--- config.mk ---
export PLATFORM = sky130hd
export DESIGN_NAME = c_source_lexical_filter
export DESIGN_NICKNAME = d
export VERILOG_FILES = /design/src/hw/rtl/clf_pkg.sv /design/src/hw/rtl/clf_front.sv /design/src/hw/rtl/clf_back.sv /design/src/hw/rtl/c_source_lexical_filter.sv
export SDC_FILE = /design/constraint.sdc
export NUM_CORES = 1
export LEC_CHECK = 0
export ABC_CLOCK_PERIOD_IN_PS = 4500
export BUFFER_PORTS_ARGS = -buffer_cell sky130_fd_sc_hd__buf_2
export CELL_PAD_IN_SITES_DETAIL_PLACEMENT = 1
export CELL_PAD_IN_SITES_GLOBAL_PLACEMENT = 2
export CORE_MARGIN = 2
export CORE_UTILIZATION = 44
export CTS_CLUSTER_SIZE = 12
export DETAILED_ROUTE_END_ITERATION = 10
export PLACE_DENSITY = 0.8
export SLEW_MARGIN = 20
export SYNTH_ARGS = -nofsm -noshare
export SYNTH_HDL_FRONTEND = slang
export SYNTH_SLANG_ARGS = --single-unit
export TNS_END_PERCENT = 20
--- constraint.sdc ---
create_clock -name clk -period 4.5 [get_ports clk]
set_input_delay 0.9 -clock clk [delete_from_list [all_inputs] [get_ports clk]]
set_output_delay 0.9 -clock clk [all_outputs]
set_load 0.03 [all_outputs]
--- src/hw/rtl/clf_pkg.sv ---
// shared types and constants of the c source lexical filter
package clf_pkg;

  // character codes
  localparam logic [7:0] CtrlZ     = 8'h1A;
  localparam logic [7:0] Newline   = 8'h0A;
  localparam logic [7:0] Backslash = 8'h5C;
  localparam logic [7:0] Slash     = 8'h2F;
  localparam logic [7:0] Star      = 8'h2A;
  localparam logic [7:0] Hash      = 8'h23;
  localparam logic [7:0] DQuote    = 8'h22;
  localparam logic [7:0] SQuote    = 8'h27;
  localparam logic [7:0] Space     = 8'h20;

  // result queue sizing (power of two depth)
  localparam int QueueDepth = 4;
  localparam int QPtrW      = $clog2(QueueDepth);
  localparam int QCntW      = $clog2(QueueDepth + 1);

  // lexer modes
  typedef enum logic [3:0] {
    M_CODE      = 4'd0,
    M_SLASH     = 4'd1,
    M_STR       = 4'd2,
    M_STR_ESC   = 4'd3,
    M_CHR       = 4'd4,
    M_CHR_ESC   = 4'd5,
    M_CMT       = 4'd6,
    M_CMT_STAR  = 4'd7,
    M_DIR       = 4'd8,
    M_DIR_SLASH = 4'd9,
    M_DIR_BSL   = 4'd10
  } lex_mode_t;

  // input item
  typedef struct packed {
    logic [7:0] in_byte;
    logic       end_of_text;
  } clf_in_t;

  // result item
  typedef struct packed {
    logic [7:0] out_byte;
    logic       end_marker;
    logic       last;
  } clf_out_t;

  // one or two results caused by one input item
  typedef struct packed {
    logic     two;
    clf_out_t r0;
    clf_out_t r1;
  } clf_entry_t;

  // front to back push
  typedef struct packed {
    logic       push;
    clf_entry_t entry;
  } clf_push_t;

endpackage

--- src/hw/rtl/clf_front.sv ---
// front end: lexer mode tracking and classification of each source byte
module clf_front (
  input  logic              clk,
  input  logic              rst_n,
  input  logic              accept,
  input  clf_pkg::clf_in_t  in_data,
  output clf_pkg::clf_push_t push_o
);

  clf_pkg::lex_mode_t mode_r, mode_nxt;
  logic               dir_r, dir_nxt;

  logic [7:0] b;
  logic       ended;

  // code-mode handling of the current byte
  clf_pkg::lex_mode_t code_mode;
  logic               code_dir_set;
  logic               code_emit;

  // directive handling of the current byte
  clf_pkg::lex_mode_t dir_mode;
  logic               dir_clear;

  clf_pkg::clf_out_t  res_byte;
  clf_pkg::clf_out_t  res_slash;
  clf_pkg::clf_out_t  res_space;
  clf_pkg::clf_out_t  res_end;

  assign b     = in_data.in_byte;
  assign ended = in_data.end_of_text || (b == clf_pkg::CtrlZ);

  // canned results
  assign res_byte  = '{out_byte: b, end_marker: 1'b0, last: 1'b1};
  assign res_slash = '{out_byte: clf_pkg::Slash, end_marker: 1'b0, last: 1'b1};
  assign res_space = '{out_byte: clf_pkg::Space, end_marker: 1'b0, last: 1'b1};
  assign res_end   = '{out_byte: 8'h00, end_marker: 1'b1, last: 1'b1};

  // byte seen in code
  always_comb begin
    code_mode    = clf_pkg::M_CODE;
    code_dir_set = 1'b0;
    code_emit    = 1'b0;
    if (b == clf_pkg::DQuote) begin
      code_mode = clf_pkg::M_STR;
    end else if (b == clf_pkg::SQuote) begin
      code_mode = clf_pkg::M_CHR;
    end else if (b == clf_pkg::Hash) begin
      code_mode    = clf_pkg::M_DIR;
      code_dir_set = 1'b1;
    end else if (b == clf_pkg::Slash) begin
      code_mode = clf_pkg::M_SLASH;
    end else begin
      code_emit = 1'b1;
    end
  end

  // byte seen in a preprocessor line
  always_comb begin
    dir_mode  = clf_pkg::M_DIR;
    dir_clear = 1'b0;
    if (b == clf_pkg::Slash) begin
      dir_mode = clf_pkg::M_DIR_SLASH;
    end else if (b == clf_pkg::Newline) begin
      dir_mode  = clf_pkg::M_CODE;
      dir_clear = 1'b1;
    end else if (b == clf_pkg::Backslash) begin
      dir_mode = clf_pkg::M_DIR_BSL;
    end
  end

  // next mode and results
  always_comb begin
    mode_nxt           = mode_r;
    dir_nxt            = dir_r;
    push_o.push        = 1'b0;
    push_o.entry.two   = 1'b0;
    push_o.entry.r0    = res_byte;
    push_o.entry.r1    = res_byte;
    if (ended) begin
      mode_nxt    = clf_pkg::M_CODE;
      dir_nxt     = 1'b0;
      push_o.push = accept;
      if (mode_r == clf_pkg::M_SLASH) begin
        push_o.entry.two     = 1'b1;
        push_o.entry.r0      = res_slash;
        push_o.entry.r0.last = 1'b0;
        push_o.entry.r1      = res_end;
      end else begin
        push_o.entry.r0 = res_end;
      end
    end else begin
      unique case (mode_r)
        clf_pkg::M_SLASH: begin
          if (b == clf_pkg::Star) begin
            mode_nxt = clf_pkg::M_CMT;
          end else begin
            mode_nxt             = code_mode;
            dir_nxt              = dir_r | code_dir_set;
            push_o.push          = accept;
            push_o.entry.two     = code_emit;
            push_o.entry.r0      = res_slash;
            push_o.entry.r0.last = !code_emit;
            push_o.entry.r1      = res_byte;
          end
        end
        clf_pkg::M_STR: begin
          if (b == clf_pkg::Backslash) begin
            mode_nxt = clf_pkg::M_STR_ESC;
          end else if (b == clf_pkg::DQuote) begin
            mode_nxt = clf_pkg::M_CODE;
          end
        end
        clf_pkg::M_STR_ESC: begin
          mode_nxt = clf_pkg::M_STR;
        end
        clf_pkg::M_CHR: begin
          if (b == clf_pkg::Backslash) begin
            mode_nxt = clf_pkg::M_CHR_ESC;
          end else if (b == clf_pkg::SQuote) begin
            mode_nxt = clf_pkg::M_CODE;
          end
        end
        clf_pkg::M_CHR_ESC: begin
          mode_nxt = clf_pkg::M_CHR;
        end
        clf_pkg::M_CMT: begin
          if (b == clf_pkg::Star) begin
            mode_nxt = clf_pkg::M_CMT_STAR;
          end
        end
        clf_pkg::M_CMT_STAR: begin
          if (b == clf_pkg::Slash) begin
            if (dir_r) begin
              mode_nxt = clf_pkg::M_DIR;
            end else begin
              mode_nxt        = clf_pkg::M_CODE;
              push_o.push     = accept;
              push_o.entry.r0 = res_space;
            end
          end else if (b != clf_pkg::Star) begin
            mode_nxt = clf_pkg::M_CMT;
          end
        end
        clf_pkg::M_DIR: begin
          mode_nxt = dir_mode;
          dir_nxt  = dir_r & !dir_clear;
        end
        clf_pkg::M_DIR_SLASH: begin
          if (b == clf_pkg::Star) begin
            mode_nxt = clf_pkg::M_CMT;
          end else begin
            mode_nxt = dir_mode;
            dir_nxt  = dir_r & !dir_clear;
          end
        end
        clf_pkg::M_DIR_BSL: begin
          if (b == clf_pkg::Newline) begin
            mode_nxt = clf_pkg::M_DIR;
          end else begin
            mode_nxt = dir_mode;
            dir_nxt  = dir_r & !dir_clear;
          end
        end
        default: begin
          // code mode, and unused codes behave the same
          mode_nxt        = code_mode;
          dir_nxt         = dir_r | code_dir_set;
          push_o.push     = accept & code_emit;
          push_o.entry.r0 = res_byte;
        end
      endcase
    end
  end

  // mode registers
  always_ff @(posedge clk) begin
    if (!rst_n) begin
      mode_r <= clf_pkg::M_CODE;
      dir_r  <= 1'b0;
    end else if (accept) begin
      mode_r <= mode_nxt;
      dir_r  <= dir_nxt;
    end
  end

endmodule

--- src/hw/rtl/clf_back.sv ---
// back end: result queue and serializer of one or two results per entry
module clf_back (
  input  logic                clk,
  input  logic                rst_n,
  input  clf_pkg::clf_push_t  push_i,
  output logic                full,
  output logic                out_valid,
  input  logic                out_stall,
  output clf_pkg::clf_out_t   out_data
);

  clf_pkg::clf_entry_t          q_r [clf_pkg::QueueDepth];
  logic [clf_pkg::QPtrW-1:0]    wr_ptr_r, wr_ptr_nxt;
  logic [clf_pkg::QPtrW-1:0]    rd_ptr_r, rd_ptr_nxt;
  logic [clf_pkg::QCntW-1:0]    cnt_r, cnt_nxt;
  logic                         phase_r, phase_nxt;

  clf_pkg::clf_entry_t          head;
  logic                         xfer;
  logic                         pop;

  assign full      = (cnt_r == clf_pkg::QCntW'(clf_pkg::QueueDepth));
  assign out_valid = (cnt_r != '0);
  assign head      = q_r[rd_ptr_r];
  assign out_data  = phase_r ? head.r1 : head.r0;

  // pop after the last result of the head entry is transferred
  assign xfer = out_valid && !out_stall;
  assign pop  = xfer && (phase_r || !head.two);

  // pointer, count and phase update
  always_comb begin
    wr_ptr_nxt = wr_ptr_r;
    rd_ptr_nxt = rd_ptr_r;
    cnt_nxt    = cnt_r;
    phase_nxt  = phase_r;
    if (push_i.push) begin
      wr_ptr_nxt = wr_ptr_r + 1'b1;
    end
    if (pop) begin
      rd_ptr_nxt = rd_ptr_r + 1'b1;
      phase_nxt  = 1'b0;
    end else if (xfer) begin
      phase_nxt = 1'b1;
    end
    case ({push_i.push, pop})
      2'b10:   cnt_nxt = cnt_r + 1'b1;
      2'b01:   cnt_nxt = cnt_r - 1'b1;
      default: cnt_nxt = cnt_r;
    endcase
  end

  // control registers
  always_ff @(posedge clk) begin
    if (!rst_n) begin
      wr_ptr_r <= '0;
      rd_ptr_r <= '0;
      cnt_r    <= '0;
      phase_r  <= 1'b0;
    end else begin
      wr_ptr_r <= wr_ptr_nxt;
      rd_ptr_r <= rd_ptr_nxt;
      cnt_r    <= cnt_nxt;
      phase_r  <= phase_nxt;
    end
  end

  // queue storage
  always_ff @(posedge clk) begin
    if (push_i.push) begin
      q_r[wr_ptr_r] <= push_i.entry;
    end
  end

endmodule

--- src/hw/rtl/c_source_lexical_filter.sv ---
// top level of the c source lexical filter
// Strips string and char literals and preprocessor lines from a C byte
// stream, replaces each block comment by a space (none inside a preprocessor
// line) and passes on the other code bytes. One byte is accepted per cycle
// whenever the four-entry result queue has room; results leave one per cycle
// while out_stall is low, so a byte with two results (a held slash and
// another byte or the end of text) gives them in turn. The input stalls
// only when the queue is full, and no clearing pass is needed after reset.
module c_source_lexical_filter (
  input  logic               clk,
  input  logic               rst_n,
  input  logic               in_valid,
  output logic               in_stall,
  input  clf_pkg::clf_in_t   in_data,
  output logic               out_valid,
  input  logic               out_stall,
  output clf_pkg::clf_out_t  out_data
);

  clf_pkg::clf_push_t push;
  logic               full;
  logic               accept;

  assign in_stall = full;
  assign accept   = in_valid && !full;

  // classification of incoming bytes
  clf_front u_front (
    .clk     (clk),
    .rst_n   (rst_n),
    .accept  (accept),
    .in_data (in_data),
    .push_o  (push)
  );

  // queued results toward the output
  clf_back u_back (
    .clk       (clk),
    .rst_n     (rst_n),
    .push_i    (push),
    .full      (full),
    .out_valid (out_valid),
    .out_stall (out_stall),
    .out_data  (out_data)
  );

endmodule

* After elaboration in Yosys (flattened, before gate mapping)
Memories as Yosys holds them, arrays and structs flattened. A register that Yosys moved wholly into a read port is not among the register bits.
Index checks and enable logic that the tools add are counted.
** Storage, ports and cells
- Bits in registers :: 13
- Latch bits :: 0
- Bits in writable memories :: 84
- ROM bits :: 0
- Input bits :: 13
- Output and inout bits :: 12
- Word-level logic and storage cells :: 115
- Memories kept :: 1
** Operators by class
- $add $sub $neg :: 4
- $mul :: 0
- Divide/modulo/power cells :: 0
- Magnitude comparators :: 0
- Equal/unequal tests :: 30
- Shifts and indexed selects :: 0
- Mux-type cells :: 53
- Bitwise logic cells :: 4
- Reductions and logical operators :: 17
** Memory list
- u_back.q_r :: words 4, width 21, rd ports 1, clocked after Yosys merged registers in 1, write ports 1, RTL line clf_back.sv:12 : clf_pkg::clf_entry_t q_r [clf_pkg::QueueDepth];
** Operator list (number)
- 4-bit two-way mux :: 17
- 10-bit two-way mux :: 5
- 22-bit two-way mux :: 2
- 8-bit by 6-bit == test with 1-bit output (second input constant) :: 5
- 4-bit one-hot mux with 10 select lines :: 1
- 1-bit two-way mux :: 20
- 10-bit one-hot mux with 2 select lines :: 1
- 4-bit by 3-bit == test with 1-bit output (second input constant) :: 4
- 4-bit == test (second input constant) :: 3
- 4-bit by 1-bit != test with 1-bit output (second input constant) :: 3
- 5-bit AND reduction :: 2
- 3-bit by 2-bit != test with 1-bit output (second input constant) :: 3
- 4-bit by 2-bit == test with 1-bit output (second input constant) :: 2
- 8-bit by 4-bit == test with 1-bit output (second input constant) :: 1
- 8-bit by 5-bit == test with 1-bit output (second input constant) :: 1
- 8-bit by 7-bit == test with 1-bit output (second input constant) :: 1
- 8-bit two-way mux :: 1
- 8-bit by 6-bit != test with 1-bit output (second input constant) :: 1
- 8-bit OR reduction :: 1
- 2-bit two-way mux :: 3
- 3-bit one-hot mux with 2 select lines :: 1
- 6-bit OR reduction :: 1
- 1-bit zero test :: 5
- 1-bit one-hot mux with 5 select lines :: 1
- other kinds (18) :: 23

* Depth between registers and ports, before layout
- Depth after elaboration :: 11
- Gate-level depth with buffers :: 13
- Gate-level depth less buffers :: 12

* Cells and area by module
Synthesis repeated with hierarchy kept, for this count alone.
** Unflattened totals
- Cells, all modules :: 355
- Area total of the unflattened synthesis :: 4652.0 µm²
** Modules (own cells, without submodules)
- clf_back :: times used 1, cells an instance 203, area each 3684.8 µm², sequential area each 2722.6 µm²
- clf_front :: times used 1, cells an instance 151, area each 953.4 µm², sequential area each 100.1 µm²
- c_source_lexical_filter :: times used 1, cells an instance 1, area each 13.8 µm², sequential area each 0.0 µm²

* Worst setup path before layout
OpenSTA, ideal clock, no wires.
- Path type :: input to register
- From :: input port in_data[5] (netlist bit)
- To :: register u_back.cnt_r[2] (netlist bit)
- Setup time :: 0.076 ns
- Arrival :: 3.434 ns
- Required time :: 4.424 ns
- Path slack :: 0.990 ns
- Stages :: 12
- Buffers on the path :: 0
- Cells stage by stage :: nor4b_2 nand2_1 or4_1 o211ai_1 a21oi_4 inv_1 ha_1 inv_1 fa_1 xor2_1 or3_1 a21boi_0
** On the way
- Cells in the longest elaborated chain, start to end :: 10
- Elaborated cells between the ends (all ways) :: 20
- Those cells by class :: eq/ne (8); mux (9); bitwise (1); reduce/logical (2)
** Ends and longest elaborated chain
- start, declared :: RTL line c_source_lexical_filter.sv:14 : input clf_pkg::clf_in_t in_data,
- 8-bit by 6-bit == test with 1-bit output :: RTL line clf_front.sv:51, clf_front.sv:133
- 1-bit two-way mux :: RTL line clf_front.sv:51 : end else if (b == clf_pkg::Slash) begin
- 1-bit two-way mux :: RTL line clf_front.sv:48 : end else if (b == clf_pkg::Hash) begin
- 1-bit two-way mux :: RTL line clf_front.sv:46 : end else if (b == clf_pkg::SQuote) begin
- 1-bit two-way mux :: RTL line clf_front.sv:44 : if (b == clf_pkg::DQuote) begin
- 1-bit AND :: RTL line clf_front.sv:169 : push_o.push = accept & code_emit;
- 1-bit one-hot mux with 3 select lines :: RTL line clf_front.sv:93 : unique case (mode_r)
- 22-bit two-way mux (*) :: RTL line clf_front.sv:80 : if (ended) begin
- 2-bit by 1-bit == test with 1-bit output or 2-bit == test (tied branches) :: RTL line clf_back.sv:46 : case ({push_i.push, pop})
- 3-bit one-hot mux with 2 select lines or 2-bit nonzero test (tied branches)
- end signal, assigned :: RTL line clf_back.sv:63 : cnt_r <= cnt_nxt;
- end, declared :: RTL line clf_back.sv:15 : logic [clf_pkg::QCntW-1:0] cnt_r, cnt_nxt;
Mark *: on every way between the ends. The rest lies on a longest branch, timed or not.
A chain may end at the register's enable or synchronous reset.

* Worst setup path after layout
Same ends and word-level chain as after synthesis.

==> results by group <==
Status
  • Outcome: finished clean

Power
  • Leakage: 1.664 nW
  • Worst vdd ir: 0.0001549 V
  • Sw frac: 29.57%
  • Comb pwr share: 25.8%
  • Switching power: 0.6695 mW
  • Reg power frac: 47.5%
  • Internal Power: 1.594 mW
  • Overall power: 2.264 mW
  • Clock group share of total power: 26.7%
  • Pwr dens: 460.1 nW/um^2

Logic synthesis
  • Synth Instances: 313
  • Post-synth EDFFs: 80
  • Compound-Gate Fraction of Synth Area: 6.740%
  • Cell area after synthesis: 4437 sq um
  • Synth Net Count: 332
  • YS warnings: 0
  • Mux share of post-synthesis cell area: 12.89%
  • Distinct cells, synth: 57
  • Ys async rst share: 0%
  • Sequential element share of the synthesized area: 60.91%
  • Ys flop type: edfxtp_1
  • Simple-Gate Fraction of Synth Area: 13.73%
  • Synthesized area per cell: 14.17 sq um
  • Post-synthesis xor/xnor area fraction: 1.184%
  • Post-synthesis adder-cell area fraction: 2.087%
  • Top cells by area, synth: edfxtp_1 54%, mux4_2 10%, dfxtp_1 6.8%, mux2_2 2.3%, nand2_1 1.9%
  • Synth area leader: edfxtp_1
  • Combinational family with the most area after synthesis: simple AND/OR/NAND/NOR gates
  • Share of the synthesized area in the top cell type: 54.15%
  • Synthesized flop and latch total: 95

Routing
  • Detailed-route vias per instance: 5.621
  • Drt total wl: 9621 um
  • Drt initial violations: 121
  • Via Count: 2681
  • Residual DRC: 0
  • Antenna-violating nets left: 0
  • Pre-antenna DRT Iters: 5
  • WL per Instance: 20.17 um

Floorplan
  • Die height: 104.4 um
  • Cell row count: 36
  • Initial Utilization: 45.39%
  • Num ports: 25
  • Core footprint: 9774 sq um
  • Die area: 10900 sq um
  • Die X: 104.4 um

Critical path
  • Setup CP Type: in2reg
  • Top delay family on crit path: simple AND/OR/NAND/NOR gates
  • CP arrival: 3.92 ns
  • Setup slack, reg-to-reg: 1.24 ns
  • Crit Path Max Fanout: 7
  • Critical Path Start Type: input pin
  • CP Cell Sequence: buf_2, nor4b_2, nand2_1, or4_1, o211ai_1, a21oi_4, inv_1, ha_1, inv_1, fa_1, xor2_1, or3_1, a21boi_0
  • Critical Path RT: 4.79 ns
  • CP endpoint kind: flip-flop
  • Max incr delay on CP: 0.55 ns
  • Cell mode on critical path: inv_1
  • Critical path buffers and inverters: 3
  • Slowest CP cell: or4_1

Global route
  • Vias in the first global route: 2777
  • Total global routing overflow: 0
  • First-pass GRT wire length: 15300 um
  • Gr usage total: 18.34%
  • Largest net degree at the start of global routing: 21
  • Initial antenna violation count: 0

Timing
  • Tmin final: 3.639 ns
  • Max-slew violations: 0
  • Worst slew margin: 36.34%
  • RSZ-0062 raised after global routing: no
  • Clock skew: 0.009105 ns
  • Hold Vio Cnt, Final: 0
  • Final WS setup: 0.8614 ns
  • Setup_tns: 0 ns
  • Final setup viols: 0
  • Worst-Margin Slew: 0.9513 ns
  • Crit share post-route: 80.86%
  • Max frequency: 0.2748 GHz

Flow run
  • Max-cap violations: 0

Cells and area
  • Most common cell after layout, fill and taps aside: edfxtp_1
  • Flip-flop and latch area: 2703 sq um
  • Layout cells sized above 1: 24.71%
  • Fillers: 995
  • Area delta synth->final: 10.89%
  • Area of the multi-input gates: 1625 sq um
  • Diodes inserted: 0
  • Finished Cell Area: 4920 sq um
  • Most frequent cells in the layout: 80 x edfxtp_1, 24 x buf_2, 23 x nand2_1
  • Fin nets: 358

CTS
  • Root Driver: clkbuf_8
  • # resized after CTS: 0
  • CTS tree: yes
  • H-tree depth: 3
  • Clock buffer count from CTS: 9
  • Setup Fix Bufs, Post-CTS: 0
  • Bufs on Longest Clock Path: 2
  • Worst-Skew Late Latency: 0.36 ns
  • # hold bufs at CTS: 0
  • CTS sink cnt: 95
  • Clock-pin slew on the worst setup and hold paths: 0.09 ns

Worst hold path
  • Type of the worst min-delay path: reg2reg

Placed design
  • I/O Buffers: 24
  • Placer Congestion: 0.8388
  • Pre-CTS WS: 0.5281 ns
  • Post-DP HPWL: 6450 um
  • Placed cell area: 4708 sq um
[flip-flops by register name (all words and copies together) (netlist names), named ones only]
name,flops
u_back.q_r,80
u_back.cnt_r,3
u_back.rd_ptr_r,2
u_back.phase_r,1
u_back.wr_ptr_r,2
u_front.mode_r,4
u_front.dir_r,1
[cell families (layout without fill, tap and decap cells)]
| group | count (synthesis) | in the layout |
|---|---|---|
| adder cells (fa/ha/maj) | 7 | 7 |
| flip-flops | 95 | 95 |
| XOR/XNOR | 6 | 6 |
| multiplexers | 31 | 31 |
| AND/OR/NAND/NOR | 106 | 106 |
| AO/OA/AOI/OAI | 40 | 40 |
| buffers and inverters | 28 | 59 |
[per-stage QoR]
| stage | utilization, % | cells | hold slack, ns |
|---|---|---|---|
| 6_report | 50.33 | 477 | 0.5069 |
| 5_1_grt | 50.33 | 477 | 0.5361 |
| 4_1_cts | 50.33 | 477 | 0.5087 |
| 3_5_place_dp | 48.17 | 461 | 0.4961 |
| 3_3_place_gp | 48.17 | 461 | 0.4849 |
| 2_1_floorplan | - | 313 | 0.4677 |
[power groups by stage]
stage	Sequential [mW]	Clock (mW)	Combinational, mW
floorplan	1.08	0	0.442
global placement	1.09	0	0.577
detailed placement	1.10	0	0.592
CTS	1.08	0.623	0.596
global route	1.08	0.650	0.636
finish	1.07	0.605	0.584
[routing by layer]
metal  up-vias  track usage (%)  wire length, um
met2        59            30.25             4774
met5         -                0                0
li1       1250                -                -
met1      1364            24.85             4383
met4         0            5.309              102
met3         8            3.383              360
[path summary, 6_finish.rpt]
path | to | from | cells after the start
worst max-delay path | u_back.cnt_r[2] | in_data[5] | 13
worst min register to register | u_back.wr_ptr_r[1] | u_back.wr_ptr_r[1] | 2
worst min-delay path | u_back.wr_ptr_r[1] | u_back.wr_ptr_r[1] | 2
worst max register to register | u_back.cnt_r[2] | u_front.mode_r[2] | 12
[worst register-to-register path, stage by stage (launching register included)]
cell and delay [ns]:
dfxtp_1 0.70, nor3_1 0.16, and2_1 0.22, or4_1 0.42, o211ai_1 0.17, a21oi_4 0.13, inv_1 0.09, ha_1 0.18
inv_1 0.07, fa_1 0.43, xor2_1 0.16, or3_1 0.30, a21boi_0 0.16
[cell usage after synthesis (2+ instances only)]
library cell / instances
dfxtp_1: 15
a21boi_0: 3
and2_1: 12
o21ai_0: 7
and3_1: 5
nand4b_1: 2
nand3_1: 6
buf_2: 3
inv_1: 12
ha_1: 5
edfxtp_1: 80
nand3b_1: 2
xnor2_1: 2
mux2i_1: 2
o22ai_1: 5
nor3_1: 8
xor2_1: 4
nand2b_1: 4
nor2b_1: 12
o311a_1: 2
or2_2: 2
nor2_1: 14
mux2_2: 9
a21o_1: 3
clkbuf_1: 12
mux4_2: 20
a211oi_1: 2
o211ai_1: 2
a21oi_1: 5
nand2_1: 23
nor4b_1: 4
[layout make-up]
type                       count  area share (%)
timing repair buffer          30           3.357
tap                          133           3.383
clock inverter                 6           1.704
multi-input combinational    190           33.04
inverter                      13          0.9919
sequential                    95           54.93
clock buffer                  10           2.594
(Power assumes the default switching activity.)
